`src/rtl/led_bit_pwm_encoder_assert.svh`:
```
// Assertion macros for the LED bit encoder.
`ifndef LED_BIT_PWM_ENCODER_ASSERT_SVH
`define LED_BIT_PWM_ENCODER_ASSERT_SVH
`ifndef SYNTH
`define LBPE_ASSERT_IMP(label, clk, rst_n, ante, cons) \
	label: assert property (@(posedge clk) disable iff (!rst_n) (ante) |-> (cons)) \
		else $error("lbpe: implication check failed");
`define LBPE_ASSERT_NXT(label, clk, rst_n, ante, cons) \
	label: assert property (@(posedge clk) disable iff (!rst_n) (ante) |=> (cons)) \
		else $error("lbpe: next-cycle check failed");
`else
`define LBPE_ASSERT_IMP(label, clk, rst_n, ante, cons)
`define LBPE_ASSERT_NXT(label, clk, rst_n, ante, cons)
`endif
`endif

```
`src/rtl/lbpe_pkg.sv`:
```
package lbpe_pkg;

	localparam int MAX_HALF_WORDS_DEF = 256;
	localparam int BITS_PER_LED = 24;
	localparam int CNT_W = $clog2(BITS_PER_LED);
	localparam logic [CNT_W-1:0] LAST_BIT = CNT_W'(BITS_PER_LED - 1);
	localparam logic [1:0] LAST_BYTE = 2'd2;

	localparam int COLOR_W = 8;
	localparam int DUTY_W = 8;
	localparam int HALF_W = 9;
	localparam int CFG_IDX_W = 3;
	localparam int CFG_DATA_W = 9;

	localparam logic [DUTY_W-1:0] DUTY_ZERO_RST = 8'd30;
	localparam logic [DUTY_W-1:0] DUTY_ONE_RST = 8'd60;
	localparam logic [7:0] BRIGHT_RST = 8'd255;
	localparam logic [7:0] TEMP_RST = 8'd255;
	localparam logic [HALF_W-1:0] HALF_RST = 9'd96;

	// Scaling: n = color * temp * bright, result = n / 65025.
	// q0 = (n * floor(2^32 / 65025)) >> 32 is q or q - 1; one compare fixes it.
	localparam int MUL_A_W = 24;
	localparam int MUL_B_W = 17;
	localparam int PROD_W = MUL_A_W + MUL_B_W;
	localparam int Q_LSB = 32;
	localparam logic [MUL_B_W-1:0] RECIP = 17'd66051;
	localparam logic [MUL_B_W-1:0] DIVISOR = 17'd65025;

	typedef enum logic [CFG_IDX_W-1:0] {
		REG_DUTY_ZERO,
		REG_DUTY_ONE,
		REG_BRIGHTNESS,
		REG_TEMP_FIRST,
		REG_TEMP_SECOND,
		REG_TEMP_THIRD,
		REG_HALF_WORDS
	} reg_idx_t;

	typedef enum logic [2:0] {
		ST_IDLE,
		ST_EOF,
		ST_MUL_F,
		ST_MUL_N,
		ST_MUL_Q,
		ST_MUL_T,
		ST_ROUND,
		ST_EMIT
	} step_t;

	typedef enum logic [1:0] {WAIT_NONE, WAIT_IN, WAIT_OUT} wait_t;
	typedef enum logic [1:0] {MA_TEMP, MA_COLOR, MA_NQ, MA_QQ} mul_a_t;
	typedef enum logic [1:0] {MB_BRIGHT, MB_FQ, MB_RECIP, MB_DIV} mul_b_t;
	typedef enum logic [2:0] {LD_NONE, LD_START, LD_F, LD_N, LD_Q, LD_T, LD_BYTE} load_t;
	typedef enum logic [1:0] {EM_NONE, EM_BIT, EM_PAD} emit_t;
	typedef enum logic [1:0] {CD_ALWAYS, CD_LED, CD_BYTES, CD_BITS} cond_t;

	typedef struct packed {
		wait_t  wait_sel;
		mul_a_t mul_a;
		mul_b_t mul_b;
		load_t  load;
		emit_t  emit_sel;
		cond_t  cond;
		step_t  jump_t;
		step_t  jump_f;
	} ctrl_t;

	typedef struct packed {
		logic in_req;
		logic out_free;
		logic is_led;
		logic bytes_left;
		logic bits_left;
	} stat_t;

	// Control store.
	function automatic ctrl_t ucode(step_t s);
		ctrl_t w;
		w = '{WAIT_NONE, MA_TEMP, MB_BRIGHT, LD_NONE, EM_NONE, CD_ALWAYS, ST_IDLE, ST_IDLE};
		case (s)
			ST_IDLE: w = '{WAIT_IN, MA_TEMP, MB_BRIGHT, LD_START, EM_NONE, CD_LED,
				ST_MUL_F, ST_EOF};
			ST_EOF: w = '{WAIT_OUT, MA_TEMP, MB_BRIGHT, LD_NONE, EM_PAD, CD_ALWAYS,
				ST_IDLE, ST_IDLE};
			ST_MUL_F: w = '{WAIT_NONE, MA_TEMP, MB_BRIGHT, LD_F, EM_NONE, CD_ALWAYS,
				ST_MUL_N, ST_MUL_N};
			ST_MUL_N: w = '{WAIT_NONE, MA_COLOR, MB_FQ, LD_N, EM_NONE, CD_ALWAYS,
				ST_MUL_Q, ST_MUL_Q};
			ST_MUL_Q: w = '{WAIT_NONE, MA_NQ, MB_RECIP, LD_Q, EM_NONE, CD_ALWAYS,
				ST_MUL_T, ST_MUL_T};
			ST_MUL_T: w = '{WAIT_NONE, MA_QQ, MB_DIV, LD_T, EM_NONE, CD_ALWAYS,
				ST_ROUND, ST_ROUND};
			ST_ROUND: w = '{WAIT_NONE, MA_TEMP, MB_BRIGHT, LD_BYTE, EM_NONE, CD_BYTES,
				ST_MUL_F, ST_EMIT};
			ST_EMIT: w = '{WAIT_OUT, MA_TEMP, MB_BRIGHT, LD_NONE, EM_BIT, CD_BITS,
				ST_EMIT, ST_IDLE};
			default: w = '{WAIT_NONE, MA_TEMP, MB_BRIGHT, LD_NONE, EM_NONE, CD_ALWAYS,
				ST_IDLE, ST_IDLE};
		endcase
		return w;
	endfunction

endpackage

```
`src/rtl/lbpe_seq.sv`:
```
`include "led_bit_pwm_encoder_assert.svh"

module lbpe_seq (
	input  logic           clk,
	input  logic           arst_n,
	input  lbpe_pkg::stat_t stat,
	output lbpe_pkg::ctrl_t ctrl,
	output logic           fire
);
	import lbpe_pkg::*;

	step_t step_q;
	step_t step_d;
	logic  taken;

	always_comb begin
		ctrl = ucode(step_q);
		case (ctrl.wait_sel)
			WAIT_IN:  fire = stat.in_req;
			WAIT_OUT: fire = stat.out_free;
			default:  fire = 1'b1;
		endcase
	end

	always_comb begin
		case (ctrl.cond)
			CD_LED:   taken = stat.is_led;
			CD_BYTES: taken = stat.bytes_left;
			CD_BITS:  taken = stat.bits_left;
			default:  taken = 1'b1;
		endcase
		step_d = step_q;
		if (fire) begin
			step_d = taken ? ctrl.jump_t : ctrl.jump_f;
		end
	end

	always_ff @(posedge clk or negedge arst_n) begin
		if (!arst_n) begin
			step_q <= ST_IDLE;
		end else begin
			step_q <= step_d;
		end
	end

	`LBPE_ASSERT_NXT(a_emit_holds, clk, arst_n, step_q == ST_EMIT && !fire, step_q == ST_EMIT)
	`LBPE_ASSERT_NXT(a_round_exit, clk, arst_n, step_q == ST_ROUND, step_q == ST_MUL_F || step_q == ST_EMIT)

endmodule

```
`src/rtl/lbpe_dp.sv`:
```
`include "led_bit_pwm_encoder_assert.svh"

module lbpe_dp #(
	parameter int MAX_HALF_WORDS = lbpe_pkg::MAX_HALF_WORDS_DEF
) (
	input  logic                          clk,
	input  logic                          arst_n,
	input  lbpe_pkg::ctrl_t               ctrl,
	input  logic                          fire,
	input  logic                          in_valid,
	input  logic                          action,
	input  logic [lbpe_pkg::COLOR_W-1:0]  color_first,
	input  logic [lbpe_pkg::COLOR_W-1:0]  color_second,
	input  logic [lbpe_pkg::COLOR_W-1:0]  color_third,
	input  logic [lbpe_pkg::DUTY_W-1:0]   duty_zero,
	input  logic [lbpe_pkg::DUTY_W-1:0]   duty_one,
	input  logic [7:0]                    brightness,
	input  logic [7:0]                    temp_first,
	input  logic [7:0]                    temp_second,
	input  logic [7:0]                    temp_third,
	input  logic [lbpe_pkg::HALF_W-1:0]   half_words,
	input  logic                          out_stall,
	output logic                          out_valid,
	output logic [lbpe_pkg::DUTY_W-1:0]   duty,
	output logic [lbpe_pkg::HALF_W-1:0]   pad_count,
	output logic                          half_full,
	output logic                          last,
	output lbpe_pkg::stat_t               stat
);
	import lbpe_pkg::*;

	localparam int POS_W = ($clog2(MAX_HALF_WORDS) < HALF_W) ? $clog2(MAX_HALF_WORDS) : HALF_W;
	localparam int HW_W = HALF_W + 1;

	logic [COLOR_W-1:0] color_q [3];
	logic [1:0]         bsel_q;
	logic [CNT_W-1:0]   bit_cnt_q;
	logic [15:0]        f_q;
	logic [MUL_A_W-1:0] n_q;
	logic [7:0]         qq_q;
	logic [MUL_A_W-1:0] t_q;
	logic [MUL_A_W-1:0] bits_q;
	logic [POS_W-1:0]   pos_q;

	logic [MUL_A_W-1:0] mul_a;
	logic [MUL_B_W-1:0] mul_b;
	logic [PROD_W-1:0]  prod;
	logic [7:0]         temp_sel;
	logic [7:0]         scaled;
	logic [MUL_A_W-1:0] rem;
	logic [HW_W-1:0]    hw_eff;
	logic [HW_W-1:0]    pos_ext;
	logic [HW_W-1:0]    pos_inc;
	logic               wrap;
	logic [HALF_W-1:0]  pad;

	always_comb begin
		case (bsel_q)
			2'd0:    temp_sel = temp_first;
			2'd1:    temp_sel = temp_second;
			default: temp_sel = temp_third;
		endcase
		case (ctrl.mul_a)
			MA_TEMP:  mul_a = MUL_A_W'(temp_sel);
			MA_COLOR: mul_a = MUL_A_W'(color_q[bsel_q]);
			MA_NQ:    mul_a = n_q;
			default:  mul_a = MUL_A_W'(qq_q);
		endcase
		case (ctrl.mul_b)
			MB_BRIGHT: mul_b = MUL_B_W'(brightness);
			MB_FQ:     mul_b = MUL_B_W'(f_q);
			MB_RECIP:  mul_b = RECIP;
			default:   mul_b = DIVISOR;
		endcase
		prod = PROD_W'(mul_a) * PROD_W'(mul_b);
	end

	// Estimate is low by at most one.
	assign rem = n_q - t_q;
	assign scaled = qq_q + 8'(rem >= MUL_A_W'(DIVISOR));

	always_comb begin
		if (half_words == '0) begin
			hw_eff = HW_W'(1);
		end else if (32'(half_words) > MAX_HALF_WORDS) begin
			hw_eff = HW_W'(MAX_HALF_WORDS);
		end else begin
			hw_eff = HW_W'(half_words);
		end
		pos_ext = HW_W'(pos_q);
		pos_inc = pos_ext + HW_W'(1);
		wrap = (pos_inc >= hw_eff);
		pad = (pos_ext < hw_eff) ? HALF_W'(hw_eff - pos_ext) : '0;
	end

	assign stat.in_req = in_valid;
	assign stat.out_free = !out_valid || !out_stall;
	assign stat.is_led = !action;
	assign stat.bytes_left = (bsel_q != LAST_BYTE);
	assign stat.bits_left = (bit_cnt_q != LAST_BIT);

	always_ff @(posedge clk) begin
		if (fire) begin
			case (ctrl.load)
				LD_START: begin
					color_q[0] <= color_first;
					color_q[1] <= color_second;
					color_q[2] <= color_third;
				end
				LD_F:    f_q <= prod[15:0];
				LD_N:    n_q <= prod[MUL_A_W-1:0];
				LD_Q:    qq_q <= prod[Q_LSB+7:Q_LSB];
				LD_T:    t_q <= prod[MUL_A_W-1:0];
				LD_BYTE: bits_q <= {bits_q[MUL_A_W-9:0], scaled};
				default: ;
			endcase
			if (ctrl.emit_sel == EM_BIT) begin
				bits_q <= {bits_q[MUL_A_W-2:0], 1'b0};
			end
		end
	end

	always_ff @(posedge clk or negedge arst_n) begin
		if (!arst_n) begin
			bsel_q <= '0;
			bit_cnt_q <= '0;
		end else if (fire) begin
			if (ctrl.load == LD_START) begin
				bsel_q <= '0;
				bit_cnt_q <= '0;
			end else if (ctrl.load == LD_BYTE) begin
				bsel_q <= bsel_q + 2'd1;
			end
			if (ctrl.emit_sel == EM_BIT) begin
				bit_cnt_q <= bit_cnt_q + CNT_W'(1);
			end
		end
	end

	always_ff @(posedge clk or negedge arst_n) begin
		if (!arst_n) begin
			pos_q <= '0;
		end else if (fire && ctrl.emit_sel == EM_BIT) begin
			pos_q <= wrap ? '0 : pos_inc[POS_W-1:0];
		end else if (fire && ctrl.emit_sel == EM_PAD) begin
			pos_q <= '0;
		end
	end

	always_ff @(posedge clk or negedge arst_n) begin
		if (!arst_n) begin
			out_valid <= 1'b0;
		end else if (fire && ctrl.emit_sel != EM_NONE) begin
			out_valid <= 1'b1;
		end else if (!out_stall) begin
			out_valid <= 1'b0;
		end
	end

	always_ff @(posedge clk) begin
		if (fire && ctrl.emit_sel == EM_BIT) begin
			duty <= bits_q[MUL_A_W-1] ? duty_one : duty_zero;
			pad_count <= '0;
			half_full <= wrap;
			last <= !stat.bits_left;
		end else if (fire && ctrl.emit_sel == EM_PAD) begin
			duty <= '0;
			pad_count <= pad;
			half_full <= 1'b1;
			last <= 1'b1;
		end
	end

	`LBPE_ASSERT_NXT(a_last_bit, clk, arst_n, fire && ctrl.emit_sel == EM_BIT && !stat.bits_left, out_valid && last)
	`LBPE_ASSERT_NXT(a_pad_word, clk, arst_n, fire && ctrl.emit_sel == EM_PAD, pos_q == '0 && half_full && last)

endmodule

```
`src/rtl/led_bit_pwm_encoder.sv`:
```
// LED bit encoder: turns LED color requests into one duty word per data bit.
// Input channel (in_valid/in_stall): action 0 carries three color bytes, action 1
// marks end of frame. Output channel (out_valid/out_stall): duty, pad_count,
// half_full, last. A request is taken on an edge with valid high and stall low.
// Each color byte is scaled by its temperature register and brightness, then
// sent MSB first, first byte first: 24 words, last set on the final one.
// End of frame gives one word with the zero-pad count up to the next half
// boundary of the transfer buffer.
// Datapath: a microcoded sequencer shares one 24x17 multiplier; each byte takes
// five steps (three products, reciprocal estimate, correction). An LED request
// scales all three bytes before its first word is sent; an end of frame goes
// from the idle step to the pad word step and back to idle.
// The block takes one request at a time; in_stall is high until it is done.
// A stalled output holds its word; the sequencer waits in the emit or end-of-frame step.
// Reset clears the position in the half, the sequencer and output valid, and
// loads the register defaults. Configuration is written with cfg_write.
module led_bit_pwm_encoder #(
	parameter int MAX_HALF_WORDS = lbpe_pkg::MAX_HALF_WORDS_DEF
) (
	input  logic                           clk,
	input  logic                           arst_n,
	input  logic                           cfg_write,
	input  logic [lbpe_pkg::CFG_IDX_W-1:0] cfg_index,
	input  logic [lbpe_pkg::CFG_DATA_W-1:0] cfg_data,
	input  logic                           in_valid,
	output logic                           in_stall,
	input  logic                           action,
	input  logic [lbpe_pkg::COLOR_W-1:0]   color_first,
	input  logic [lbpe_pkg::COLOR_W-1:0]   color_second,
	input  logic [lbpe_pkg::COLOR_W-1:0]   color_third,
	output logic                           out_valid,
	input  logic                           out_stall,
	output logic [lbpe_pkg::DUTY_W-1:0]    duty,
	output logic [lbpe_pkg::HALF_W-1:0]    pad_count,
	output logic                           half_full,
	output logic                           last
);
	import lbpe_pkg::*;

	logic [DUTY_W-1:0] duty_zero_q;
	logic [DUTY_W-1:0] duty_one_q;
	logic [7:0]        brightness_q;
	logic [7:0]        temp_first_q;
	logic [7:0]        temp_second_q;
	logic [7:0]        temp_third_q;
	logic [HALF_W-1:0] half_words_q;

	ctrl_t ctrl;
	stat_t stat;
	logic  fire;

	always_ff @(posedge clk or negedge arst_n) begin
		if (!arst_n) begin
			duty_zero_q <= DUTY_ZERO_RST;
			duty_one_q <= DUTY_ONE_RST;
			brightness_q <= BRIGHT_RST;
			temp_first_q <= TEMP_RST;
			temp_second_q <= TEMP_RST;
			temp_third_q <= TEMP_RST;
			half_words_q <= HALF_RST;
		end else if (cfg_write) begin
			case (cfg_index)
				REG_DUTY_ZERO:   duty_zero_q <= cfg_data[7:0];
				REG_DUTY_ONE:    duty_one_q <= cfg_data[7:0];
				REG_BRIGHTNESS:  brightness_q <= cfg_data[7:0];
				REG_TEMP_FIRST:  temp_first_q <= cfg_data[7:0];
				REG_TEMP_SECOND: temp_second_q <= cfg_data[7:0];
				REG_TEMP_THIRD:  temp_third_q <= cfg_data[7:0];
				REG_HALF_WORDS:  half_words_q <= cfg_data[HALF_W-1:0];
				default: ;
			endcase
		end
	end

	assign in_stall = (ctrl.wait_sel != WAIT_IN);

	lbpe_seq u_seq (
		.clk    (clk),
		.arst_n (arst_n),
		.stat   (stat),
		.ctrl   (ctrl),
		.fire   (fire)
	);

	lbpe_dp #(
		.MAX_HALF_WORDS (MAX_HALF_WORDS)
	) u_dp (
		.clk          (clk),
		.arst_n       (arst_n),
		.ctrl         (ctrl),
		.fire         (fire),
		.in_valid     (in_valid),
		.action       (action),
		.color_first  (color_first),
		.color_second (color_second),
		.color_third  (color_third),
		.duty_zero    (duty_zero_q),
		.duty_one     (duty_one_q),
		.brightness   (brightness_q),
		.temp_first   (temp_first_q),
		.temp_second  (temp_second_q),
		.temp_third   (temp_third_q),
		.half_words   (half_words_q),
		.out_stall    (out_stall),
		.out_valid    (out_valid),
		.duty         (duty),
		.pad_count    (pad_count),
		.half_full    (half_full),
		.last         (last),
		.stat         (stat)
	);

endmodule
```
`config.mk`:
```
export PLATFORM = sky130hd
export DESIGN_NAME = led_bit_pwm_encoder
export DESIGN_NICKNAME = d
export VERILOG_FILES = /design/src/rtl/lbpe_pkg.sv /design/src/rtl/lbpe_seq.sv /design/src/rtl/lbpe_dp.sv /design/src/rtl/led_bit_pwm_encoder.sv
export VERILOG_INCLUDE_DIRS = /design/src /design/src/rtl
export SDC_FILE = /design/constraint.sdc
export NUM_CORES = 1
export LEC_CHECK = 0
export ABC_AREA = 1
export CAP_MARGIN = 20
export CORE_UTILIZATION = 60
export CTS_CLUSTER_DIAMETER = 120
export CTS_CLUSTER_SIZE = 20
export DETAILED_ROUTE_END_ITERATION = 8
export DONT_BUFFER_PORTS = 1
export PLACE_DENSITY = 0.86
export SKIP_LAST_GASP = 1
export SYNTH_ARGS = -nofsm -noshare
export SYNTH_HDL_FRONTEND = slang
export SYNTH_SLANG_ARGS = --single-unit
```
`constraint.sdc`:
```
create_clock -name clk -period 6.55 [get_ports clk]
set_input_delay 0 -clock clk [delete_from_list [all_inputs] [get_ports clk]]
set_output_delay 0 -clock clk [all_outputs]
set_load 0.01 [all_outputs]
```
==> results of run 1 <==
[path summary, 6_finish.rpt]
path / from / endpoint / slack (ns) / cells past startpoint
min in group asynchronous: arst_n / u_dp.bit_cnt_q[0] / 0.09 / 2
worst max register to register: u_seq.step_q[1] / u_dp.t_q[20] / -0.19 / 30
worst min-delay path: cfg_index[1] / temp_first_q[0] / 0.03 / 2
worst min register to register: temp_second_q[0] / temp_second_q[0] / 0.50 / 2
max in group asynchronous: arst_n / temp_second_q[0] / 6.14 / 2
worst max-delay path: u_seq.step_q[1] / u_dp.t_q[20] / -0.19 / 30
[through the flow]
stage / util (%) / hold WS, ns / std cells / worst slack (ns) / setup TNS [ns]
global route: 73.7 / 0.0665 / 3617 / -0.340 / -7.29
global placement: 67.6 / -0.293 / 3514 / -0.239 / -2.34
detailed placement: 67.6 / -0.294 / 3515 / -0.338 / -4.64
finish: 73.7 / 0.0257 / 3618 / -0.187 / -2.54
floorplan: - / -0.296 / 2896 / 0.0126 / 0
CTS: 71.1 / 0.000230 / 3588 / -0.00467 / -0.00467
[cell type report]
cell class                 instances  area (um2)  area share (%)
multi-input combinational       1980       16300            58.6
antenna                            1        2.50         0.00898
sequential                       215        6040            21.7
tap                              511         639            2.29
timing repair buffer             219        1900            6.82
clock buffer                      23         415            1.49
inverter                         668        2530            9.07
clock inverter                     1        5.00          0.0180
[logic make-up (layout without fill, tap and decap cells)]
family	after synthesis	after routing	share of synthesized area (%)
adder cells (fa/ha/maj)	496	496	37.4
flip-flops	215	215	26.0
AO/OA/AOI/OAI	295	295	6.94
buffers and inverters	701	911	11.5
XOR/XNOR	50	50	1.89
AND/OR/NAND/NOR	931	931	16.3
other	2	209	0.0323
[metal layers]
metal	share of wire, %	global-route usage (%)	routed length, um
met2	51	60.3	34300
met1	35	39.9	23700
met3	8.6	6.04	5850
met5	0	0	0
met4	5.8	17.8	3930
[worst register-to-register path: cells and delay by family (launching register included)]
family	cells	cell delay [ns]
DFF	1	0.45
xor gates and xnor gates	1	0.05
buffers and inverters	13	1.46
adders and majority gates	8	3.35
and+or+nand+nor	5	0.80
AOI/OAI and AO/OA	3	0.35
[flip-flops by register name, summed over array words and instances, names as in the netlist, 9 cells and up, named ones only]
register	flops
u_dp.color_q	24
u_dp.n_q	24
u_dp.f_q	16
u_dp.pad_count	9
u_dp.bits_q	24
half_words_q	9
u_dp.t_q	24
[what timing repair did]
item	in CTS	in global routing
endpoints found under the hold margin	160	0
gates cloned	0	1
gates resized for setup	87	171
setup buffers	11	31
setup endpoints to repair	33	39
pin swaps	37	78
hold buffers	39	0
[layout by cell type (no fill, tap or decap), types with 6 or more instances in the layout]
master         count
clkbuf_16         16
inv_1            631
xnor2_1           11
nor2_4            14
nand3b_1           7
ha_4              18
dlygate4sd3_1     38
a31oi_4           10
nor3_1            11
nand2_1          583
nand4_1           21
o22ai_1            7
dfrtp_1           31
nor3_4             8
buf_6             14
nand2_2           16
a21oi_2           17
ha_1             144
xor2_1            35
fa_1             317
o21ai_0          128
a21oi_1           88
buf_4            158
edfxtp_1         130
conb_1           208
nand3_1           60
nor2_1           153
dfxtp_1            9
inv_2             31
nor3_2             6
fa_2              13
clkbuf_1           7
nand3_2            6
dfstp_2           42
nand2_4            8
nor2_2            25
==> reports/results.ini, run 1 <==
[status]
outcome = finished, violations left
violations = negative setup slack

[sta]
hold_violations = 0
max_freq_mhz = 148
worst_slew_pin_slew_ns = 1.06
setup_slack_ns = -0.187
fin_skew_ns = 0.0212
slew_violations = 0
layout_min_cycle_time_ns = 6.74
period_share_pct = 103
finalSetupViolations = 22
rsz0062_at_grt = true
relSlewSlack_pct = 29.0

[yosys]
synth_commonest_cells = inv_1 (655), nand2_1 (605), fa_1 (330)
synth_top_area_cell = fa_1
synthTopCellsByArea = fa_1 (28%), edfxtp_1 (17%), inv_1 (11%)
yosys_warnings = 0
synth_edf_count = 130
synth_ff_type = edfxtp_1
synth_top_area_share_pct = 28.4
syn_area_um2 = 23200
avgSynthCellArea_um2 = 8.64
ys_ff_latch = 215
synth_cells = 2690
yosysMostFrequentCell = inv_1
async_flop_share_pct = 35.3
yosysSeqAreaShare_pct = 26.0
ys_types = 53

[global_route]
grt_max_degree = 77
grt_pass1_wl_um = 103000
grt_overflow_total = 0
gr-usage-all-layers_pct = 34.3
grt_pass1_vias = 20507
antenna_found_initial = 1

[critical_path]
start_kind = flip-flop
critPathMaxFanout = 5
crit_top_cell = buf_4
critPathTopFamily = adder cells
crit_type = reg -> reg
worstSetupEndpointType = flip-flop
crit_slowest_cell = fa_2
max_stage_delay_ns = 0.61
crit_arrival_ns = 6.99
worstPathRequired_ns = 6.80
cp.buffers_inverters = 13

[routing]
dr.pass1.iters = 6
drc_errors = 0
wirelength_um = 67800
dr.first_iter.drc_count = 1540
detail-route-antenna-nets = 0
via_per_inst = 5.42
wl_per_cell_um = 18.7
num_vias = 19599

[die]
dieArea_um2 = 39500
die_h_um = 199
rows = 71
ios = 63
chipWidth_um = 199
core_um2 = 37800
start_util_pct = 61.4

[cells_and_area]
drive_gt1_share_pct = 14.7
fill_cells = 2623
final_cell_area_um2 = 27900
layout.nets = 3636
areaGrowthSynthToFinish_pct = 20.0

[clocking]
insertion_delay_ns = 0.51
cts.sinks = 215
clockRootBuffer = clkbuf_16
clockBufferDepth = 3
cts_buffers = 14
htree_levels = 1
cts_tree = built
path_clk_slew_ns = 0.09

[placed_design]
dpl_cell_area_um2 = 25600
gp_congestion = 1.01
io_buffer_count = 0
hpwl_um = 51500

[run]
drv_cap = 0

[hold_path]
hold_path.class = in -> reg

Power of run 1 is not shown: default switching activity piles up to over one toggle a cycle in this logic, so the estimate is an artifact.
==> inputs of run 2 (changes only) <==
Settings changed: REMOVE_ABC_BUFFERS from default to 1.
==> reports/results.ini, run 2 (synthesis results as in run 1) <==
[cells_and_area]
final_cell_mix = inv_1 (620), nand2_1 (578), fa_1 (312)
drive_gt1_share_pct = 15.6  ; +0.89 points
fin_util_pct = 74.1  ; +0.42 points
fill_cells = 2626  ; +0.11%
layout_commonest_cell = inv_1
areaGrowthSynthToFinish_pct = 20.7
layout.nets = 3631  ; -0.14%
diodes = 0  ; -1

[die]
start_util_pct = 61.4  ; unchanged
ios = 63  ; unchanged
rows = 71  ; unchanged
chipWidth_um = 199  ; unchanged
core_um2 = 37800  ; unchanged
dieArea_um2 = 39500  ; unchanged
die_h_um = 199  ; unchanged

[critical_path]
start_kind = flip-flop
critPathTopFamily = adder cells
worstPathRequired_ns = 6.79  ; about the same
crit_type = reg -> reg
cp.buffers_inverters = 6  ; -7
critPathMaxFanout = 7  ; +2
worstSetupEndpointType = flip-flop
crit_arrival_ns = 6.88  ; -0.11 ns
reg2reg_slack_ns = -0.08  ; +0.10 ns
crit_slowest_cell = fa_2
crit_top_cell = fa_1
max_stage_delay_ns = 0.59  ; -0.02 ns

[routing]
wirelength_um = 65100  ; -3.9%
detail-route-antenna-nets = 0  ; unchanged
via_per_inst = 5.37  ; -0.94%
dr.pass1.iters = 6  ; unchanged
drc_errors = 0  ; unchanged
dr.first_iter.drc_count = 1688  ; +9.6%
num_vias = 19382  ; -1.1%
wl_per_cell_um = 18.0  ; -3.7%

[sta]
finalSetupViolations = 12  ; -45%
setup_slack_ns = -0.0846  ; +0.102 ns
hold_violations = 0  ; unchanged
period_share_pct = 101  ; -1.6 points
fin_skew_ns = 0.0157  ; -0.00556 ns
layout_min_cycle_time_ns = 6.63  ; -0.102 ns
rsz0062_at_grt = true
max_freq_mhz = 151  ; +1.5%
relSlewSlack_pct = 34.2  ; +5.2 points
worst_slew_pin_slew_ns = 0.985  ; -0.0777 ns
slew_violations = 0  ; unchanged

[global_route]
grt_overflow_total = 0  ; unchanged
gr-usage-all-layers_pct = 33.8  ; -0.41 points
grt_max_degree = 77  ; unchanged
grt_pass1_vias = 20306  ; -0.98%
antenna_found_initial = 1  ; unchanged
grt_pass1_wl_um = 103000  ; -0.57%

[run]
drv_cap = 0  ; unchanged

[placed_design]
gp_congestion = 1.06  ; +4.3%
hpwl_um = 50700  ; -1.5%
io_buffer_count = 0  ; unchanged

[clocking]
clockRootBuffer = clkbuf_16
path_clk_slew_ns = 0.09  ; about the same
cts.sinks = 215  ; unchanged
cts_buffers = 14  ; unchanged
insertion_delay_ns = 0.49  ; -0.02 ns
clockBufferDepth = 3  ; unchanged
cts_tree = built
htree_levels = 1  ; unchanged

[status]
outcome = finished, violations left
violations = negative setup slack

[hold_path]
hold_path.class = in -> reg

[run 2: cell types whose count changed in the layout (fill, tap and decap cells not counted), sizes merged]
| cell | delta |
|---|---|
| buf | -5 |
| clkbuf | -1 |
| clkinv | -1 |
| clkinvlp | +1 |
| diode | -1 |
| dlygate4sd3 | +1 |
[run 2: final timing paths]
path	startpoint	endpoint	cells after the start
worst max-delay path	u_seq.step_q[1]	u_dp.n_q[21]	27
worst min-delay path	cfg_index[0]	duty_zero_q[3]	3
worst max register to register	u_seq.step_q[1]	u_dp.n_q[21]	27
worst min register to register	brightness_q[2]	brightness_q[2]	2
max in group asynchronous	arst_n	brightness_q[0]	2
min in group asynchronous	arst_n	u_dp.pos_q[5]	2
[run 2: metrics by stage]
stage	setup TNS [ns]	cells	setup slack [ns]	hold slack (ns)	cell area (um2)
after global routing	-5.50	3612	-0.277	0.0662	28000
final	-0.529	3612	-0.0846	0.0234	28000
after floorplan	-2.35	2863	-0.191	-0.296	23800
after detailed placement	-6.51	3512	-0.524	-0.294	25600
after global placement	-1.60	3512	-0.309	-0.294	25600
after CTS	-0.408	3592	-0.0702	0.00716	27000
[run 2: metal layers]
layer	track usage (%)	vias up	wire, um
met1	41.6	9420	23700
met2	58.7	904	32200
li1	-	8800	-
met3	4.20	256	5120
met5	0	-	15
met4	17.3	2	4100
[run 2: cell type report]
cell class / instances / area (um2) / share of cell area (%)
clock inverter: 1 / 5.00 / 0.0179
multi-input combinational: 1980 / 16500 / 59.0
clock buffer: 23 / 415 / 1.48
inverter: 668 / 2540 / 9.08
tap: 511 / 639 / 2.28
sequential: 215 / 6040 / 21.6
timing repair buffer: 214 / 1850 / 6.60
[run 2: what timing repair did]
item,in CTS,in global routing
endpoints found under the hold margin,160,0
hold buffers,40,0
pin swaps,36,124
buffers inserted,16,31
gates resized for setup,102,217
cloned,0,0
endpoints found under the setup margin,28,42
[run 2: tightest hold or removal path: stages]
cell,delay (ns)
nor2_1,0.03
nand2_1,0.33
o21ai_0,0.13
Power of run 2 is left out for the same reason.
==> inputs of run 3 (changes only) <==
Settings changed: PLACE_DENSITY 0.86 to 0.83.
Clock period 6.55 ns to 7.3 ns, I/O delays scaled along.
==> reports/results.ini, run 3 (synthesis results as in run 1) <==
[global_route]
gr-usage-all-layers_pct = 32.7  ; -1.2 points
grt_max_degree = 77  ; unchanged
grt_pass1_wl_um = 99000  ; -3.7%
grt_pass1_vias = 19134  ; -5.8%
grt_overflow_total = 0  ; unchanged
antenna_found_initial = 1  ; unchanged

[die]
core_um2 = 37800  ; unchanged
die_h_um = 199  ; unchanged
rows = 71  ; unchanged
start_util_pct = 61.4  ; unchanged
chipWidth_um = 199  ; unchanged
dieArea_um2 = 39500  ; unchanged
ios = 63  ; unchanged

[clocking]
clockBufferDepth = 3  ; unchanged
path_clk_slew_ns = 0.09  ; about the same
cts.sinks = 215  ; unchanged
insertion_delay_ns = 0.50  ; about the same
cts_tree = built
cts_buffers = 15  ; +1
htree_levels = 1  ; unchanged
clockRootBuffer = clkbuf_16

[sta]
max_freq_mhz = 143  ; -5.1%
slew_violations = 0  ; unchanged
relSlewSlack_pct = 31.9  ; -2.3 points
fin_skew_ns = 0.0222  ; +0.00653 ns
hold_violations = 0  ; unchanged
rsz0062_at_grt = false
layout_min_cycle_time_ns = 6.99  ; +0.356 ns
worst_slew_pin_slew_ns = 1.02  ; +0.0347 ns
period_share_pct = 95.8  ; -5.5 points
finalSetupViolations = 0  ; -12
finalSetupTns_ns = 0  ; +0.529 ns

[routing]
drc_errors = 0  ; unchanged
detail-route-antenna-nets = 0  ; unchanged
via_per_inst = 5.22  ; -2.6%
wl_per_cell_um = 17.5  ; -2.9%
dr.first_iter.drc_count = 1467  ; -13%
dr.pass1.iters = 7  ; +1
num_vias = 18275  ; -5.7%
wirelength_um = 61200  ; -6.0%

[cells_and_area]
layout_commonest_cell = inv_1
diodes = 0  ; unchanged
final_cell_mix = inv_1 (654), nand2_1 (604), fa_1 (329)
areaGrowthSynthToFinish_pct = 11.6
drive_gt1_share_pct = 6.26  ; -9.4 points
fin_cells = 3498  ; -3.2%
fill_cells = 3045  ; +16%
layout.nets = 3518  ; -3.1%

[critical_path]
crit_slowest_cell = fa_1
worstPathRequired_ns = 7.54  ; +0.75 ns
crit_top_cell = fa_1
max_stage_delay_ns = 0.56  ; -0.03 ns
worstSetupEndpointType = flip-flop
critPathMaxFanout = 10  ; +3
rr_worst_depth = 29  ; +7.4%
crit_type = reg -> reg
start_kind = flip-flop
crit_arrival_ns = 7.24  ; +0.36 ns

[hold_path]
holdPathStages = 3  ; unchanged
hold_path.class = in -> reg

[run]
drv_cap = 0  ; unchanged

[status]
outcome = finished clean

[placed_design]
placedCellCount = 3430  ; -2.3%
gp_congestion = 1.05  ; -0.80%
io_buffer_count = 0  ; unchanged
hpwl_um = 50100  ; -1.2%

[run 3: cell type report]
class / instances / area (um2) / share of cell area [%]
Clock buffer: 22 / 402 / 1.55
Clock inverter: 2 / 32.5 / 0.125
Inverter: 668 / 2510 / 9.67
Multi-Input combinational cell: 1980 / 15400 / 59.4
Sequential cell: 215 / 6040 / 23.3
Tap cell: 511 / 639 / 2.47
Timing Repair Buffer: 100 / 898 / 3.46
[run 3: repair_timing]
action,CTS,global route
gates resized for setup,0,27
hold endpoints to repair,161,0
hold buffers,38,0
setup endpoints to repair,0,33
setup buffers,0,5
[run 3: worst max-delay path: cells and delay by family (launching register included)]
family | cells | cell delay, ns
fa+ha+maj | 8 | 3.37
buf+inv | 8 | 1.00
compound gates | 5 | 1.02
simple gates | 7 | 0.82
flops | 1 | 0.39
xor+xnor | 1 | 0.15
[run 3: final timing paths]
check	slack (ns)	startpoint	end
max	0.31	u_seq.step_q[1]	u_dp.qq_q[1]
min	0.009	cfg_index[0]	duty_zero_q[4]
max reg2reg	0.31	u_seq.step_q[1]	u_dp.qq_q[1]
min reg2reg	0.49	duty_one_q[0]	duty_one_q[0]
max in group asynchronous	6.88	arst_n	half_words_q[6]
min in group asynchronous	0.07	arst_n	duty_zero_q[0]
[run 3: per-layer routing]
metal	wire length, um	track usage (%)
met1	24400	41.7
met2	30600	57.2
met3	3570	3.29
met4	2700	12.9
met5	13	0
[run 3: through the flow]
| step | worst slack, ns | hold slack (ns) | utilization (%) | area (um2) |
|---|---|---|---|---|
| 2_1_floorplan | 0.559 | -0.296 | - | 23800 |
| 5_1_grt | 0.0108 | 0.0564 | 68.5 | 25900 |
| 4_1_cts | 0.117 | 0.00766 | 68.1 | 25800 |
| 6_report | 0.309 | 0.00900 | 68.5 | 25900 |
| 3_5_place_dp | 0.143 | -0.293 | 65.9 | 25000 |
| 3_3_place_gp | 0.306 | -0.293 | 65.9 | 24900 |
Power of run 3 is left out for the same reason.
